File: src/design/u8dv_pkg.sv
// u8dv_pkg: shared types, constants and the lead-byte decode function
// for the UTF-8 stream decoder and validator. No dependencies.
`timescale 1ns / 1ps

package u8dv_pkg;

   // Width of the per-string glyph counter (saturating)
   localparam int COUNT_BITS = 32;
   // Width of the reported glyph total
   localparam int TOTAL_BITS = 32;
   localparam int CP_BITS    = 21;

   // Byte patterns
   localparam logic [7:0] CONT_MASK    = 8'hc0;
   localparam logic [7:0] CONT_MARK    = 8'h80;
   localparam logic [7:0] PAYLOAD_MASK = 8'h3f;
   localparam logic [7:0] LEAD2_MASK   = 8'h1f;
   localparam logic [7:0] LEAD3_MASK   = 8'h0f;
   localparam logic [7:0] LEAD4_MASK   = 8'h07;
   localparam logic [7:0] TERMINATOR   = 8'h00;

   // Glyph lengths; LEN_BAD marks an invalid lead byte
   localparam logic [2:0] LEN_BAD = 3'd0;
   localparam logic [2:0] LEN_1   = 3'd1;
   localparam logic [2:0] LEN_2   = 3'd2;
   localparam logic [2:0] LEN_3   = 3'd3;
   localparam logic [2:0] LEN_4   = 3'd4;

   typedef logic [COUNT_BITS-1:0] count_type;

   // One result item
   typedef struct packed {
      logic                  glyph_ready;
      logic [CP_BITS-1:0]    code_point;
      logic [2:0]            glyph_bytes;
      logic                  string_end;
      logic                  string_valid;
      logic [TOTAL_BITS-1:0] glyph_total;
   } result_type;

   // Handoff from the input register to the decode stage
   typedef struct packed {
      logic       valid;
      logic [7:0] data_byte;
   } item_type;

   // Glyph length from the top five bits of a lead byte
   function automatic logic [2:0] lead_len(input logic [4:0] top);
      logic [2:0] len;
      case (top) inside
         5'b0????: len = LEN_1;
         5'b110??: len = LEN_2;
         5'b1110?: len = LEN_3;
         5'b11110: len = LEN_4;
         default:  len = LEN_BAD;  // 10xxx continuation, 11111
      endcase
      return len;
   endfunction

endpackage

File: src/design/u8dv_req_if.sv
// u8dv_req_if: request channel carrying one string byte.
// Depends on nothing.
`timescale 1ns / 1ps

interface u8dv_req_if;
   logic       valid;
   logic       ready;
   logic [7:0] data_byte;

   modport source (output valid, output data_byte, input ready);
   modport sink   (input valid, input data_byte, output ready);
endinterface

File: src/design/u8dv_rsp_if.sv
// u8dv_rsp_if: response channel carrying one decode result.
// Depends on u8dv_pkg for field widths.
`timescale 1ns / 1ps

interface u8dv_rsp_if;
   logic                            valid;
   logic                            ready;
   logic                            glyph_ready;
   logic [u8dv_pkg::CP_BITS-1:0]    code_point;
   logic [2:0]                      glyph_bytes;
   logic                            string_end;
   logic                            string_valid;
   logic [u8dv_pkg::TOTAL_BITS-1:0] glyph_total;

   modport source (output valid, output glyph_ready, output code_point, output glyph_bytes,
                   output string_end, output string_valid, output glyph_total,
                   input ready);
   modport sink   (input valid, input glyph_ready, input code_point, input glyph_bytes,
                   input string_end, input string_valid, input glyph_total,
                   output ready);
endinterface

File: src/design/u8dv_in_stage.sv
// u8dv_in_stage: input register for incoming string bytes.
// Depends on u8dv_pkg (item_type).
`timescale 1ns / 1ps

module u8dv_in_stage (
   input  logic               clock,
   input  logic               reset,
   input  logic               req_valid,
   output logic               req_ready,
   input  logic [7:0]         req_data_byte,
   input  logic               take,        // decode stage consumes the held byte
   output u8dv_pkg::item_type item
);

   logic       valid_ff, valid_in;
   logic [7:0] byte_ff, byte_in;

   // Free when empty or being drained this cycle
   assign req_ready = !valid_ff || take;

   always_comb begin
      valid_in = valid_ff;
      byte_in  = byte_ff;
      if (req_valid && req_ready) begin
         valid_in = 1'b1;
         byte_in  = req_data_byte;
      end else if (take) begin
         valid_in = 1'b0;
      end
   end

   always_ff @(posedge clock) begin
      if (reset) begin
         valid_ff <= 1'b0;
      end else begin
         valid_ff <= valid_in;
      end
   end

   always_ff @(posedge clock) begin
      byte_ff <= byte_in;
   end

   assign item.valid     = valid_ff;
   assign item.data_byte = byte_ff;

endmodule

File: src/design/u8dv_decode.sv
// u8dv_decode: per-string decode state and single-step UTF-8 decode logic.
// Depends on u8dv_pkg (types, constants, lead_len).
`timescale 1ns / 1ps

module u8dv_decode (
   input  logic                 clock,
   input  logic                 reset,
   input  u8dv_pkg::item_type   item,
   input  logic                 advance,    // result register can load
   output logic                 take,
   output logic                 res_valid,
   output u8dv_pkg::result_type res
);

   logic [1:0]                    rem_ff, rem_in;
   logic [2:0]                    len_ff, len_in;
   logic [u8dv_pkg::CP_BITS-1:0]  acc_ff, acc_in;
   logic                          err_ff, err_in;
   u8dv_pkg::count_type           cnt_ff, cnt_in;

   logic [7:0] b;
   logic [2:0] lead;
   logic       complete;
   logic       has_res;

   assign b    = item.data_byte;
   assign lead = u8dv_pkg::lead_len(b[7:3]);
   assign take = item.valid && advance;

   // One decode step
   always_comb begin
      rem_in   = rem_ff;
      len_in   = len_ff;
      acc_in   = acc_ff;
      err_in   = err_ff;
      cnt_in   = cnt_ff;
      complete = 1'b0;
      has_res  = 1'b0;
      res      = '0;

      if (b == u8dv_pkg::TERMINATOR) begin
         // end of string: report and clear
         has_res          = 1'b1;
         res.string_end   = 1'b1;
         res.string_valid = !err_ff && (rem_ff == 2'd0);
         res.glyph_total  = u8dv_pkg::TOTAL_BITS'(cnt_ff);
         rem_in           = '0;
         len_in           = '0;
         acc_in           = '0;
         err_in           = 1'b0;
         cnt_in           = '0;
      end else if (err_ff) begin
         // skip until terminator
      end else if (rem_ff != 2'd0) begin
         // continuation byte
         if ((b & u8dv_pkg::CONT_MASK) != u8dv_pkg::CONT_MARK) begin
            err_in = 1'b1;
            rem_in = '0;
            len_in = '0;
            acc_in = '0;
         end else begin
            acc_in   = {acc_ff[u8dv_pkg::CP_BITS-7:0], b[5:0]};
            rem_in   = rem_ff - 2'd1;
            complete = (rem_ff == 2'd1);
         end
      end else begin
         // lead byte
         if (lead == u8dv_pkg::LEN_BAD) begin
            err_in = 1'b1;
         end else begin
            len_in = lead;
            rem_in = 2'(lead - 3'd1);
            case (lead)
               u8dv_pkg::LEN_1: acc_in = u8dv_pkg::CP_BITS'(b);
               u8dv_pkg::LEN_2: acc_in = u8dv_pkg::CP_BITS'(b & u8dv_pkg::LEAD2_MASK);
               u8dv_pkg::LEN_3: acc_in = u8dv_pkg::CP_BITS'(b & u8dv_pkg::LEAD3_MASK);
               default:         acc_in = u8dv_pkg::CP_BITS'(b & u8dv_pkg::LEAD4_MASK);
            endcase
            complete = (lead == u8dv_pkg::LEN_1);
         end
      end

      // glyph done: count (saturating) and emit
      if (complete) begin
         if (cnt_ff != '1) begin
            cnt_in = cnt_ff + 1'b1;
         end
         has_res         = 1'b1;
         res.glyph_ready = 1'b1;
         res.code_point  = acc_in;
         res.glyph_bytes = len_in;
         res.glyph_total = u8dv_pkg::TOTAL_BITS'(cnt_in);
         rem_in          = '0;
         len_in          = '0;
         acc_in          = '0;
      end
   end

   assign res_valid = take && has_res;

   always_ff @(posedge clock) begin
      if (reset) begin
         rem_ff <= '0;
         len_ff <= '0;
         acc_ff <= '0;
         err_ff <= 1'b0;
         cnt_ff <= '0;
      end else if (take) begin
         rem_ff <= rem_in;
         len_ff <= len_in;
         acc_ff <= acc_in;
         err_ff <= err_in;
         cnt_ff <= cnt_in;
      end
   end

endmodule

File: src/design/u8dv_out_stage.sv
// u8dv_out_stage: result register driving the response channel.
// Depends on u8dv_pkg (result_type).
`timescale 1ns / 1ps

module u8dv_out_stage (
   input  logic                 clock,
   input  logic                 reset,
   input  logic                 res_valid,
   input  u8dv_pkg::result_type res,
   output logic                 advance,
   output logic                 rsp_valid,
   input  logic                 rsp_ready,
   output u8dv_pkg::result_type rsp_data
);

   logic                 valid_ff, valid_in;
   u8dv_pkg::result_type data_ff, data_in;

   // Register may load when empty or being emptied
   assign advance = !valid_ff || rsp_ready;

   always_comb begin
      valid_in = valid_ff;
      data_in  = data_ff;
      if (advance) begin
         valid_in = res_valid;
         data_in  = res;
      end
   end

   always_ff @(posedge clock) begin
      if (reset) begin
         valid_ff <= 1'b0;
      end else begin
         valid_ff <= valid_in;
      end
   end

   always_ff @(posedge clock) begin
      data_ff <= data_in;
   end

   assign rsp_valid = valid_ff;
   assign rsp_data  = data_ff;

endmodule

File: src/design/utf8_stream_decoder_validator_top.sv
// UTF-8 stream decoder and validator: takes one string byte per request and
// returns a response for each completed glyph (code point, length, running count)
// and one at each zero terminator (validity, glyph count). Bytes that start or
// continue a glyph without completing it, and bytes after the first error, give
// no response. The block accepts one byte every cycle unless the response channel
// is stalled; a byte passes an input register and then the decode step into the
// result register. The glyph counter saturates.
// Depends on u8dv_pkg, u8dv_req_if, u8dv_rsp_if and the u8dv_* stage modules.
`timescale 1ns / 1ps

module utf8_stream_decoder_validator_top (
   input  logic       clock,
   input  logic       reset,
   u8dv_req_if.sink   req_if,
   u8dv_rsp_if.source rsp_if
);

   u8dv_pkg::item_type   item;
   u8dv_pkg::result_type res;
   u8dv_pkg::result_type rsp_data;
   logic                 take;
   logic                 advance;
   logic                 res_valid;
   logic                 req_ready;
   logic                 rsp_valid;

   // Input register
   u8dv_in_stage u_in (
      .clock         (clock),
      .reset         (reset),
      .req_valid     (req_if.valid),
      .req_ready     (req_ready),
      .req_data_byte (req_if.data_byte),
      .take          (take),
      .item          (item)
   );

   // Decode step and string state
   u8dv_decode u_dec (
      .clock     (clock),
      .reset     (reset),
      .item      (item),
      .advance   (advance),
      .take      (take),
      .res_valid (res_valid),
      .res       (res)
   );

   // Result register
   u8dv_out_stage u_out (
      .clock     (clock),
      .reset     (reset),
      .res_valid (res_valid),
      .res       (res),
      .advance   (advance),
      .rsp_valid (rsp_valid),
      .rsp_ready (rsp_if.ready),
      .rsp_data  (rsp_data)
   );

   assign req_if.ready        = req_ready;
   assign rsp_if.valid        = rsp_valid;
   assign rsp_if.glyph_ready  = rsp_data.glyph_ready;
   assign rsp_if.code_point   = rsp_data.code_point;
   assign rsp_if.glyph_bytes  = rsp_data.glyph_bytes;
   assign rsp_if.string_end   = rsp_data.string_end;
   assign rsp_if.string_valid = rsp_data.string_valid;
   assign rsp_if.glyph_total  = rsp_data.glyph_total;

endmodule

File: src/flat_wrapper.sv
// flat-port wrapper written by rule: the top's interface ports become plain ports
module utf8_stream_decoder_validator_top_flat 
  (clock, reset, req_if_valid, req_if_data_byte, req_if_ready, rsp_if_valid, rsp_if_glyph_ready, rsp_if_code_point, rsp_if_glyph_bytes, rsp_if_string_end, rsp_if_string_valid, rsp_if_glyph_total, rsp_if_ready);
  u8dv_req_if req_if_i ();
  u8dv_rsp_if rsp_if_i ();
  input  logic clock;
  input  logic reset;
  input wire logic [$bits(req_if_i.valid)-1:0] req_if_valid;
  input wire logic [$bits(req_if_i.data_byte)-1:0] req_if_data_byte;
  output wire logic [$bits(req_if_i.ready)-1:0] req_if_ready;
  output wire logic [$bits(rsp_if_i.valid)-1:0] rsp_if_valid;
  output wire logic [$bits(rsp_if_i.glyph_ready)-1:0] rsp_if_glyph_ready;
  output wire logic [$bits(rsp_if_i.code_point)-1:0] rsp_if_code_point;
  output wire logic [$bits(rsp_if_i.glyph_bytes)-1:0] rsp_if_glyph_bytes;
  output wire logic [$bits(rsp_if_i.string_end)-1:0] rsp_if_string_end;
  output wire logic [$bits(rsp_if_i.string_valid)-1:0] rsp_if_string_valid;
  output wire logic [$bits(rsp_if_i.glyph_total)-1:0] rsp_if_glyph_total;
  input wire logic [$bits(rsp_if_i.ready)-1:0] rsp_if_ready;
  assign req_if_i.valid = req_if_valid;
  assign req_if_i.data_byte = req_if_data_byte;
  assign req_if_ready = req_if_i.ready;
  assign rsp_if_valid = rsp_if_i.valid;
  assign rsp_if_glyph_ready = rsp_if_i.glyph_ready;
  assign rsp_if_code_point = rsp_if_i.code_point;
  assign rsp_if_glyph_bytes = rsp_if_i.glyph_bytes;
  assign rsp_if_string_end = rsp_if_i.string_end;
  assign rsp_if_string_valid = rsp_if_i.string_valid;
  assign rsp_if_glyph_total = rsp_if_i.glyph_total;
  assign rsp_if_i.ready = rsp_if_ready;
  utf8_stream_decoder_validator_top u_core (.clock(clock), .reset(reset), .req_if(req_if_i), .rsp_if(rsp_if_i));
endmodule
File: config.mk
export PLATFORM = sky130hd
export DESIGN_NAME = utf8_stream_decoder_validator_top_flat
export DESIGN_NICKNAME = d
export VERILOG_FILES = /design/src/design/u8dv_pkg.sv /design/src/design/u8dv_req_if.sv /design/src/design/u8dv_rsp_if.sv /design/src/design/u8dv_in_stage.sv /design/src/design/u8dv_decode.sv /design/src/design/u8dv_out_stage.sv /design/src/design/utf8_stream_decoder_validator_top.sv /design/src/flat_wrapper.sv
export SDC_FILE = /design/constraint.sdc
export NUM_CORES = 1
export LEC_CHECK = 0
export BUFFER_PORTS_ARGS = -buffer_cell sky130_fd_sc_hd__buf_2
export CAP_MARGIN = 25
export CORE_MARGIN = 3
export CORE_UTILIZATION = 57
export DETAILED_ROUTE_END_ITERATION = 12
export GPL_TIMING_DRIVEN = 0
export HOLD_SLACK_MARGIN = 0.08
export PLACE_DENSITY = 0.79
export SKIP_LAST_GASP = 1
export SLEW_MARGIN = 5
export SYNTH_ARGS = -nofsm -noshare
export SYNTH_HDL_FRONTEND = slang
export SYNTH_SLANG_ARGS = --single-unit
File: constraint.sdc
create_clock -name clock -period 8.7 [get_ports clock]
set_clock_uncertainty 0.2 [all_clocks]
set_input_delay 1.74 -clock clock [delete_from_list [all_inputs] [get_ports clock]]
set_output_delay 1.74 -clock clock [all_outputs]
set_load 0.05 [all_outputs]
==> reports/results.ini, run 1 <==
[sta]
finalSetupViolations=0
rsz0062_at_grt=false
finalCritPeriodShare_pct=49.75
tightest_slew_ps=867.2
fin_setup_tns_ps=0
drv_slew=0
hold_viol=0
relSlewSlack_pct=42.19
max_freq_mhz=231.0
fin_crit_ps=4329

[critical_path]
cp.arrival_ps=2390
worstSetupPathType=in2out
end_kind=primary output
crit_fanout=3
setup.worst_path.start_class=input port
crit_required_ps=6760

[hold_path]
hold_class=reg2reg

[yosys]
synth_compound_area_share_pct=24.13
synth_warnings=0
async_flop_share_pct=0
synth-main-ff-cell=edfxtp_1
synthMuxAreaShare_pct=0.6517
yosys.area_share.simple_pct=18.17
synth_top_family_by_area=compound AO/OA/AOI/OAI gates
synth_xor_area_share_pct=0
ys_types=67
synth_edf_count=67
syn-num-nets=665
yosysSeqAreaShare_pct=51.03
syn_area_per_cell_um2=9.748
synthAdderAreaFrac_pct=0.5924
syn_inst=650
synth_area_um2=6336
ys_ff_latch=128

[global_route]
grt_pass1_vias=5536
overflow=0
grt_pass1_wl_um=30460
grt_max_degree=37
grt_usage_pct=31.22
antenna_found_initial=0

[clocking]
cts_tree=built
cts.sink_count=128
post-cts-setup-buffer-count=0
root_buffer=clkbuf_8
ctsHtreeMaxLevel=4
post_cts_resized=0
clkTransAtPathRegs_ps=60
clk_latency_ps=540
cts_hold_buf=0
cts_inserted_buffers=17
clk_path_buf_depth=2

[routing]
drt-total-wl_um=19340
viasPerCell=6.652
wl_per_cell_um=21.71
ant_nets=0
dr.pass1.iters=6
vias=5927
first_iter_violations=766
drc_errors=0

[floorplan]
start_util_pct=60.03
die_h_um=111.4
io-pin-count=73
die_x_um=111.4
dieArea_um2=12420
row_count=37
core_area_um2=10560

[placement]
portBuffers=72
gp_routability_congestion=0.9401
dpl.hpwl_um=12980
place_area_um2=6887

[power]
pwr-share-seq_pct=40.7
p_sw_share_pct=24.71
p_int_mw=1.220
combPwrFrac_pct=9.3
pwr-share-clk_pct=50.0
switchingPower_mw=0.4005
ir_worst_vdd_mv=0.1609
leakagePower_nw=3.069
power.density_nw_per_um2=214.6

[outcome]
status=completed

[final_layout]
drive_gt1_share_pct=21.06
fin_nets=757
diodes=0
fin_area_um2=7552
area_delta_synth_final_pct=19.19

[flow_run]
cap_violations=0

## Yosys cell counts (all sizes together) (4+ instances only)
library cell	count	share of area (%)
a211oi	6	0.71
a21o	5	0.59
a21oi	65	5.4
a22o	25	3.5
a22oi	17	2.0
a31oi	15	1.5
and2	7	0.69
and3	14	1.4
and4	7	0.97
buf	30	2.9
clkbuf	16	0.97
dfxtp	61	19
edfxtp	67	32
inv	24	1.5
nand2	47	2.8
nand3	18	1.5
nand4	11	1.8
nor2	53	3.7
nor3	15	1.7
nor4	10	1.7
o21ai	83	6.7
o22ai	4	0.39
o31ai	4	0.47
or3	8	0.79
## worst max-delay path: stages
cell     delay [ps]
buf_2           100
nor2b_1         220
nand2_1         110
buf_2           220
## per-layer routing
metal	vias to the layer above	global-route usage (%)	share of wire, %
met1	2797	44.30	42
li1	2648	-	-
met3	77	6.957	10
met2	405	46.36	44
met5	-	0	0
met4	0	13.14	3.6
## stage by stage
| stage | utilization, % | power (mW) | setup slack, ps | std cells | hold WS, ps |
|---|---|---|---|---|---|
| final | 71.55 | 1.621 | 4371 | 891 | 283.5 |
| after CTS | 71.55 | 1.618 | 4357 | 891 | 283.2 |
| after detailed placement | 65.24 | 0.8191 | 4366 | 859 | 267.1 |
| after floorplan | - | 0.7762 | 3977 | 650 | 238.4 |
| after global placement | 65.05 | 0.8163 | 3227 | 858 | 259.0 |
| after global routing | 71.55 | 1.657 | 4326 | 891 | 293.2 |
## cell type report
type	instances	area [um^2]
Tap cell	136	170.2
Fill cell	757	3003
Clock buffer	20	435.4
Multi-Input combinational cell	450	2759
Sequential cell	128	3233
Timing Repair Buffer	73	380.4
Buffer	46	244.0
Clock inverter	12	230.2
Inverter	26	100.1
## sequential cells by signal, summed over array words and instances, names as in the netlist
register,cells
u_core.u_dec.acc_ff,21
u_core.u_dec.cnt_ff,32
u_core.u_dec.err_ff,1
u_core.u_dec.len_ff,3
u_core.u_dec.rem_ff,2
u_core.u_in.byte_ff,8
u_core.u_in.valid_ff,1
u_core.u_out.rsp_data,59
u_core.u_out.rsp_valid,1
## cell usage in the layout, fill, tap and decap left out, drive strengths merged, types with 8 or more instances in the layout
master and n:
nand3 18, and3 14, nor2 53, o21ai 83
a22oi 17, dfxtp 61, or3 8, a22o 25
a21oi 65, inv 26, edfxtp 67, clkbuf 36
buf 103, nand2 47, nand4 11, nor4 10
a31oi 15, nor3 15
## power by group through the flow
stage / Sequential (mW) / Clock, mW / Combinational, mW
final: 0.659 / 0.810 / 0.151
after global routing: 0.661 / 0.838 / 0.158
after CTS: 0.659 / 0.810 / 0.149
after detailed placement: 0.672 / 0 / 0.147
after global placement: 0.671 / 0 / 0.145
after floorplan: 0.713 / 0 / 0.0637
## worst paths after layout
check / startpoint / to / slack (ps) / depth (start not counted)
max: rsp_if_ready / req_if_ready / 4370 / 4
min reg2reg: u_core.u_dec.len_ff[1]$_SDFFE_PP0P_ / u_core.u_dec.len_ff[1]$_SDFFE_PP0P_ / 280 / 2
max reg2reg: u_core.u_in.byte_ff[3]$_DFFE_PP_ / u_core.u_dec.cnt_ff[28]$_SDFFE_PP0P_ / 5550 / 7
min: u_core.u_dec.len_ff[1]$_SDFFE_PP0P_ / u_core.u_dec.len_ff[1]$_SDFFE_PP0P_ / 280 / 2
## kinds of logic (layout without fill, tap and decap cells)
family | count (synthesis) | after routing
buf+inv | 72 | 177
flops | 128 | 128
simple gates | 199 | 199
compound gates | 244 | 244
mux | 4 | 4
fa+ha+maj | 3 | 3
Power figures use the tool's default switching activity.
==> run 2, diff against run 1 <==
Clock period 8.7 ns to 4.4 ns, I/O delays scaled along.
==> run 2 against run 1 <==
Against the previous run: count of clock-buffer cells in the layout did not move; sequential share of layout area did not move; setup slack got worse by 3200 ps; routed wire length fell by 0.28%; sequential power rose by 97%; die area did not move; combinational power rose by 98%; critical path type is now reg2reg; largest cell class unchanged.
==> reports/results.ini, run 2 (synthesized netlist as in run 1, its figures left out) <==
[sta]
tightest_slew_ps=839.1
fin_setup_tns_ps=0
rsz0062_at_grt=false
drv_slew=0
finalSetupViolations=0
worst_hold_slack_ps=290.0
finalCritPeriodShare_pct=72.61
fin_ws_ps=1205
hold_viol=0
fin_crit_ps=3195
max_freq_mhz=313.0
relSlewSlack_pct=44.06

[critical_path]
cp_slowest_cell=nor4_2
worstSetupPathType=reg2reg
r2r_cells=7
crit_required_ps=4590
path_cells=nor4_2 -> a221o_1 -> buf_6 -> inv_4 -> nand2_1 -> clkbuf_1 -> o21ai_0
rr_startpoint=u_core.u_in.byte_ff[3]$_DFFE_PP_
cp.arrival_ps=3390
cp_top_family=simple AND/OR/NAND/NOR gates
critPathMaxStageDelay_ps=750
r2r_slack_ps=1210
timing.rr.end=u_core.u_dec.cnt_ff[28]$_SDFFE_PP0P_
crit_fanout=10
setup.worst_path.start_class=flop
critical_path_buf_inv_count=3
end_kind=flop

[outcome]
status=completed

[clocking]
clk_latency_ps=540
cts_inserted_buffers=17
root_buffer=clkbuf_8
post_cts_resized=0
clk_path_buf_depth=2
ctsHtreeMaxLevel=4
cts_tree=built
cts.sink_count=128
post-cts-setup-buffer-count=0
clkTransAtPathRegs_ps=60
cts_hold_buf=0

[floorplan]
dieArea_um2=12420
io-pin-count=73
row_count=37
die_x_um=111.4
core_area_um2=10560
die_h_um=111.4
start_util_pct=60.03

[power]
power.density_nw_per_um2=423.9
p_sw_share_pct=24.64
pwr-share-seq_pct=40.7
ir_worst_vdd_mv=0.3199
leakagePower_nw=3.069
switchingPower_mw=0.7888
p_int_mw=2.412
combPwrFrac_pct=9.3
power_mw=3.201
pwr-share-clk_pct=49.9

[global_route]
grt_pass1_wl_um=30500
antenna_found_initial=0
grt_usage_pct=31.27
grt_pass1_vias=5528
overflow=0
grt_max_degree=37

[routing]
wl_per_cell_um=21.65
dr.pass1.iters=6
first_iter_violations=779
ant_nets=0
drt-total-wl_um=19290
viasPerCell=6.705
drc_errors=0
vias=5974

[final_layout]
fillers=757
seq_area_um2=3233
fin_nets=757
layout_common_cells=buf_2 (89), o21ai_0 (80), edfxtp_1 (67)
diodes=0
largest_reg_flops=59
multi_input_area_um2=2759
area_delta_synth_final_pct=19.19
final_common_cell=buf_2
post-route-util_pct=71.55
drive_gt1_share_pct=21.06

[placement]
dpl.hpwl_um=12980
pre_cts_ws_ps=960.7
portBuffers=72
gp_routability_congestion=0.9401

[hold_path]
hold_path.startpoint=u_core.u_dec.len_ff[1]$_SDFFE_PP0P_
whs_path_depth=2
hold_class=reg2reg
min_to=u_core.u_dec.len_ff[1]$_SDFFE_PP0P_

[flow_run]
cap_violations=0

[run 2: cell counts in the layout (fill, tap and decap cells not counted)]
No cell type changed its count.
[run 2: routing by layer]
layer	track usage [%]	up-vias	routed length, um
met5	0	-	0
met4	13.30	0	751
met3	7.120	83	1976
li1	-	2648	-
met1	44.37	2811	7925
met2	46.24	432	8635
[run 2: layout make-up]
type	instances	share of cell area, %
Sequential cell	128	42.81
Multi-Input combinational cell	450	36.53
Clock buffer	20	5.765
Timing Repair Buffer	73	5.036
Buffer	46	3.231
Clock inverter	12	3.048
Tap cell	136	2.253
Inverter	26	1.325
[run 2: worst max-delay path by stage]
stage,to,depth (start not counted),startpoint
6_report,u_core.u_dec.cnt_ff[28]$_SDFFE_PP0P_,7,u_core.u_in.byte_ff[3]$_DFFE_PP_
5_1_grt,u_core.u_dec.cnt_ff[8]$_SDFFE_PP0P_,7,u_core.u_in.byte_ff[3]$_DFFE_PP_
4_1_cts,u_core.u_dec.cnt_ff[28]$_SDFFE_PP0P_,7,u_core.u_in.byte_ff[3]$_DFFE_PP_
3_5_place_dp,u_core.u_dec.acc_ff[0]$_SDFFE_PP0P_,9,rsp_if_ready
3_3_place_gp,u_core.u_dec.err_ff$_SDFFE_PP0P_,7,rsp_if_ready
2_1_floorplan,u_core.u_dec.err_ff$_SDFFE_PP0P_,6,rsp_if_ready
[run 2: power groups by stage]
stage	Combinational (mW)	Clock (mW)	Sequential, mW
after floorplan	0.126	0	1.41
after global placement	0.287	0	1.33
after detailed placement	0.292	0	1.33
after CTS	0.294	1.60	1.30
after global routing	0.313	1.66	1.31
final	0.299	1.60	1.30
[run 2: stage by stage]
step                      cell area (um^2)  std cells
final                                 7552        891
after global routing                  7552        891
after CTS                             7552        891
after detailed placement              6887        859
after global placement                6867        858
after floorplan                       6336        650
[run 2: worst register-to-register path: stages, from the launching register on]
cell	delay (ps)
edfxtp_1	500
nor4_2	750
a221o_1	330
buf_6	170
inv_4	90
nand2_1	300
clkbuf_1	510
o21ai_0	210
==> run 3, diff against run 2 <==
Settings changed: CORE_UTILIZATION 57 to 53, PLACE_DENSITY 0.79 to 0.77.
Clock period 4.4 ns to 2.8 ns, I/O delays scaled along.
==> run 3 against run 2 <==
Against the previous run: first-iteration DRC count shrank 5.4%; largest cell class unchanged; flip-flop and latch count stayed put; highest routed layer unchanged; utilization down 5.7 points; largest power group unchanged; hold slack got worse by 170 ps; routed wire length decreased by 4.6%; die area increased by 7.1%; register-to-register slack worse by 1100 ps.
==> reports/results.ini, run 3 (synthesized netlist as in run 1, its figures left out) <==
[global_route]
grt_max_degree=36
grt_pass1_wl_um=29010
grt_usage_pct=28.49
grt_pass1_vias=5333
antenna_found_initial=0
overflow=0

[power]
power_mw=4.712
leakagePower_nw=3.073
power.density_nw_per_um2=618.3
ir_worst_vdd_mv=0.2775

[placement]
pre_cts_ws_ps=-236.7
portBuffers=72
place_area_um2=6925
gp_routability_congestion=0.9344
dpl.hpwl_um=12600

[critical_path]
cp.arrival_ps=2840
crit_required_ps=2910
cp_slowest_cell=dfxtp_2
setup.worst_path.start_class=flop
cp_top_family=compound AO/OA/AOI/OAI gates
path_cells=inv_1 -> ha_1 -> buf_2 -> nand4bb_1 -> a221o_1 -> buf_6 -> inv_4 -> nor2_8 -> o21ai_4 -> o21ai_1 -> a22o_1
r2r_cells=11
end_kind=flop
rr_startpoint=u_core.u_dec.rem_ff[0]$_SDFFE_PP0P_
worstSetupPathType=reg2reg
critPathMaxStageDelay_ps=350
r2r_slack_ps=60
critical_path_buf_inv_count=4
crit_fanout=10
timing.rr.end=u_core.u_dec.cnt_ff[27]$_SDFFE_PP0P_

[final_layout]
layout_common_cells=buf_2 (87), o21ai_0 (79), edfxtp_1 (67)
final_common_cell=buf_2
largest_reg_flops=59
drive_gt1_share_pct=23.55
fin_nets=762
diodes=0
fin_area_um2=7621
area_delta_synth_final_pct=20.28

[floorplan]
core_area_um2=11560
row_count=39
io-pin-count=73
die_h_um=115.3
start_util_pct=54.79
dieArea_um2=13300
die_x_um=115.3

[clocking]
cts_tree=built
ctsHtreeMaxLevel=4
root_buffer=clkbuf_16
cts.sink_count=128
cts_inserted_buffers=17
clk_latency_ps=420
clk_path_buf_depth=2
clkTransAtPathRegs_ps=60

[sta]
finalCritPeriodShare_pct=97.72
fin_setup_tns_ps=0
hold_viol=0
worst_hold_slack_ps=117.6
tightest_slew_ps=728.0
relSlewSlack_pct=51.47
finalSetupViolations=0
drv_slew=0
fin_ws_ps=63.82
max_freq_mhz=365.5
rsz0062_at_grt=true
fin_crit_ps=2736

[routing]
drc_errors=0
dr.pass1.iters=5
first_iter_violations=737
ant_nets=0
vias=5757
viasPerCell=6.375
drt-total-wl_um=18390
wl_per_cell_um=20.37

[hold_path]
whs_path_depth=1
min_to=u_core.u_in.byte_ff[7]$_DFFE_PP_
hold_path.startpoint=req_if_data_byte[7]
hold_class=in2reg

[flow_run]
cap_violations=0

[outcome]
status=completed

run 3: worst max path at each step:
stage	start	to	slack (ps)	depth (start not counted)
final	u_core.u_dec.rem_ff[0]$_SDFFE_PP0P_	u_core.u_dec.cnt_ff[27]$_SDFFE_PP0P_	60	11
after global placement	rsp_if_ready	u_core.u_dec.cnt_ff[6]$_SDFFE_PP0P_	-790	7
after global routing	u_core.u_dec.rem_ff[0]$_SDFFE_PP0P_	u_core.u_dec.cnt_ff[27]$_SDFFE_PP0P_	-60	11
after CTS	u_core.u_dec.cnt_ff[0]$_SDFFE_PP0P_	u_core.u_out.rsp_data[6]$_DFFE_PP_	0.4	9
after detailed placement	rsp_if_ready	u_core.u_dec.cnt_ff[6]$_SDFFE_PP0P_	-240	7
after floorplan	rsp_if_ready	u_core.u_dec.acc_ff[11]$_SDFFE_PP0P_	-0.5	7
run 3: final cells by class:
| type | instances | area, um^2 |
|---|---|---|
| buffer | 46 | 266.5 |
| clock buffer | 18 | 429.2 |
| clock inverter | 14 | 155.1 |
| fill | 918 | 3944 |
| inverter | 26 | 103.9 |
| multi-input combinational | 450 | 2821 |
| sequential | 128 | 3238 |
| tap | 143 | 178.9 |
| timing repair buffer | 77 | 422.9 |
| timing repair inverter | 1 | 5.005 |
run 3: power by group:
| part | total, mW | switching, mW | internal [mW] |
|---|---|---|---|
| sequential | 2.05 | 0.0289 | 2.02 |
| combinational | 0.470 | 0.352 | 0.118 |
| clock | 2.19 | 0.872 | 1.32 |
run 3: timing repair:
| action | 4_1_cts | 5_1_grt |
|---|---|---|
| setup buffers | 0 | 4 |
| hold buffers | 0 | 0 |
| gates cloned | 0 | 1 |
| pin swaps | 0 | 4 |
| resized for setup | 6 | 14 |
| endpoints found under the setup margin | 42 | 53 |
run 3: routing by layer:
| layer | GRT usage, % | vias up | share of wire [%] |
|---|---|---|---|
| li1 | - | 2655 | - |
| met3 | 6.632 | 41 | 8.9 |
| met4 | 8.920 | 0 | 2.2 |
| met5 | 0 | - | 0 |
| met2 | 42.52 | 316 | 45 |
| met1 | 41.27 | 2745 | 44 |
run 3: per-stage QoR:
| stage | cells | util, % |
|---|---|---|
| 2_1_floorplan | 650 | - |
| 3_3_place_gp | 865 | 59.71 |
| 3_5_place_dp | 866 | 59.88 |
| 4_1_cts | 898 | 65.14 |
| 5_1_grt | 903 | 65.90 |
| 6_report | 903 | 65.90 |
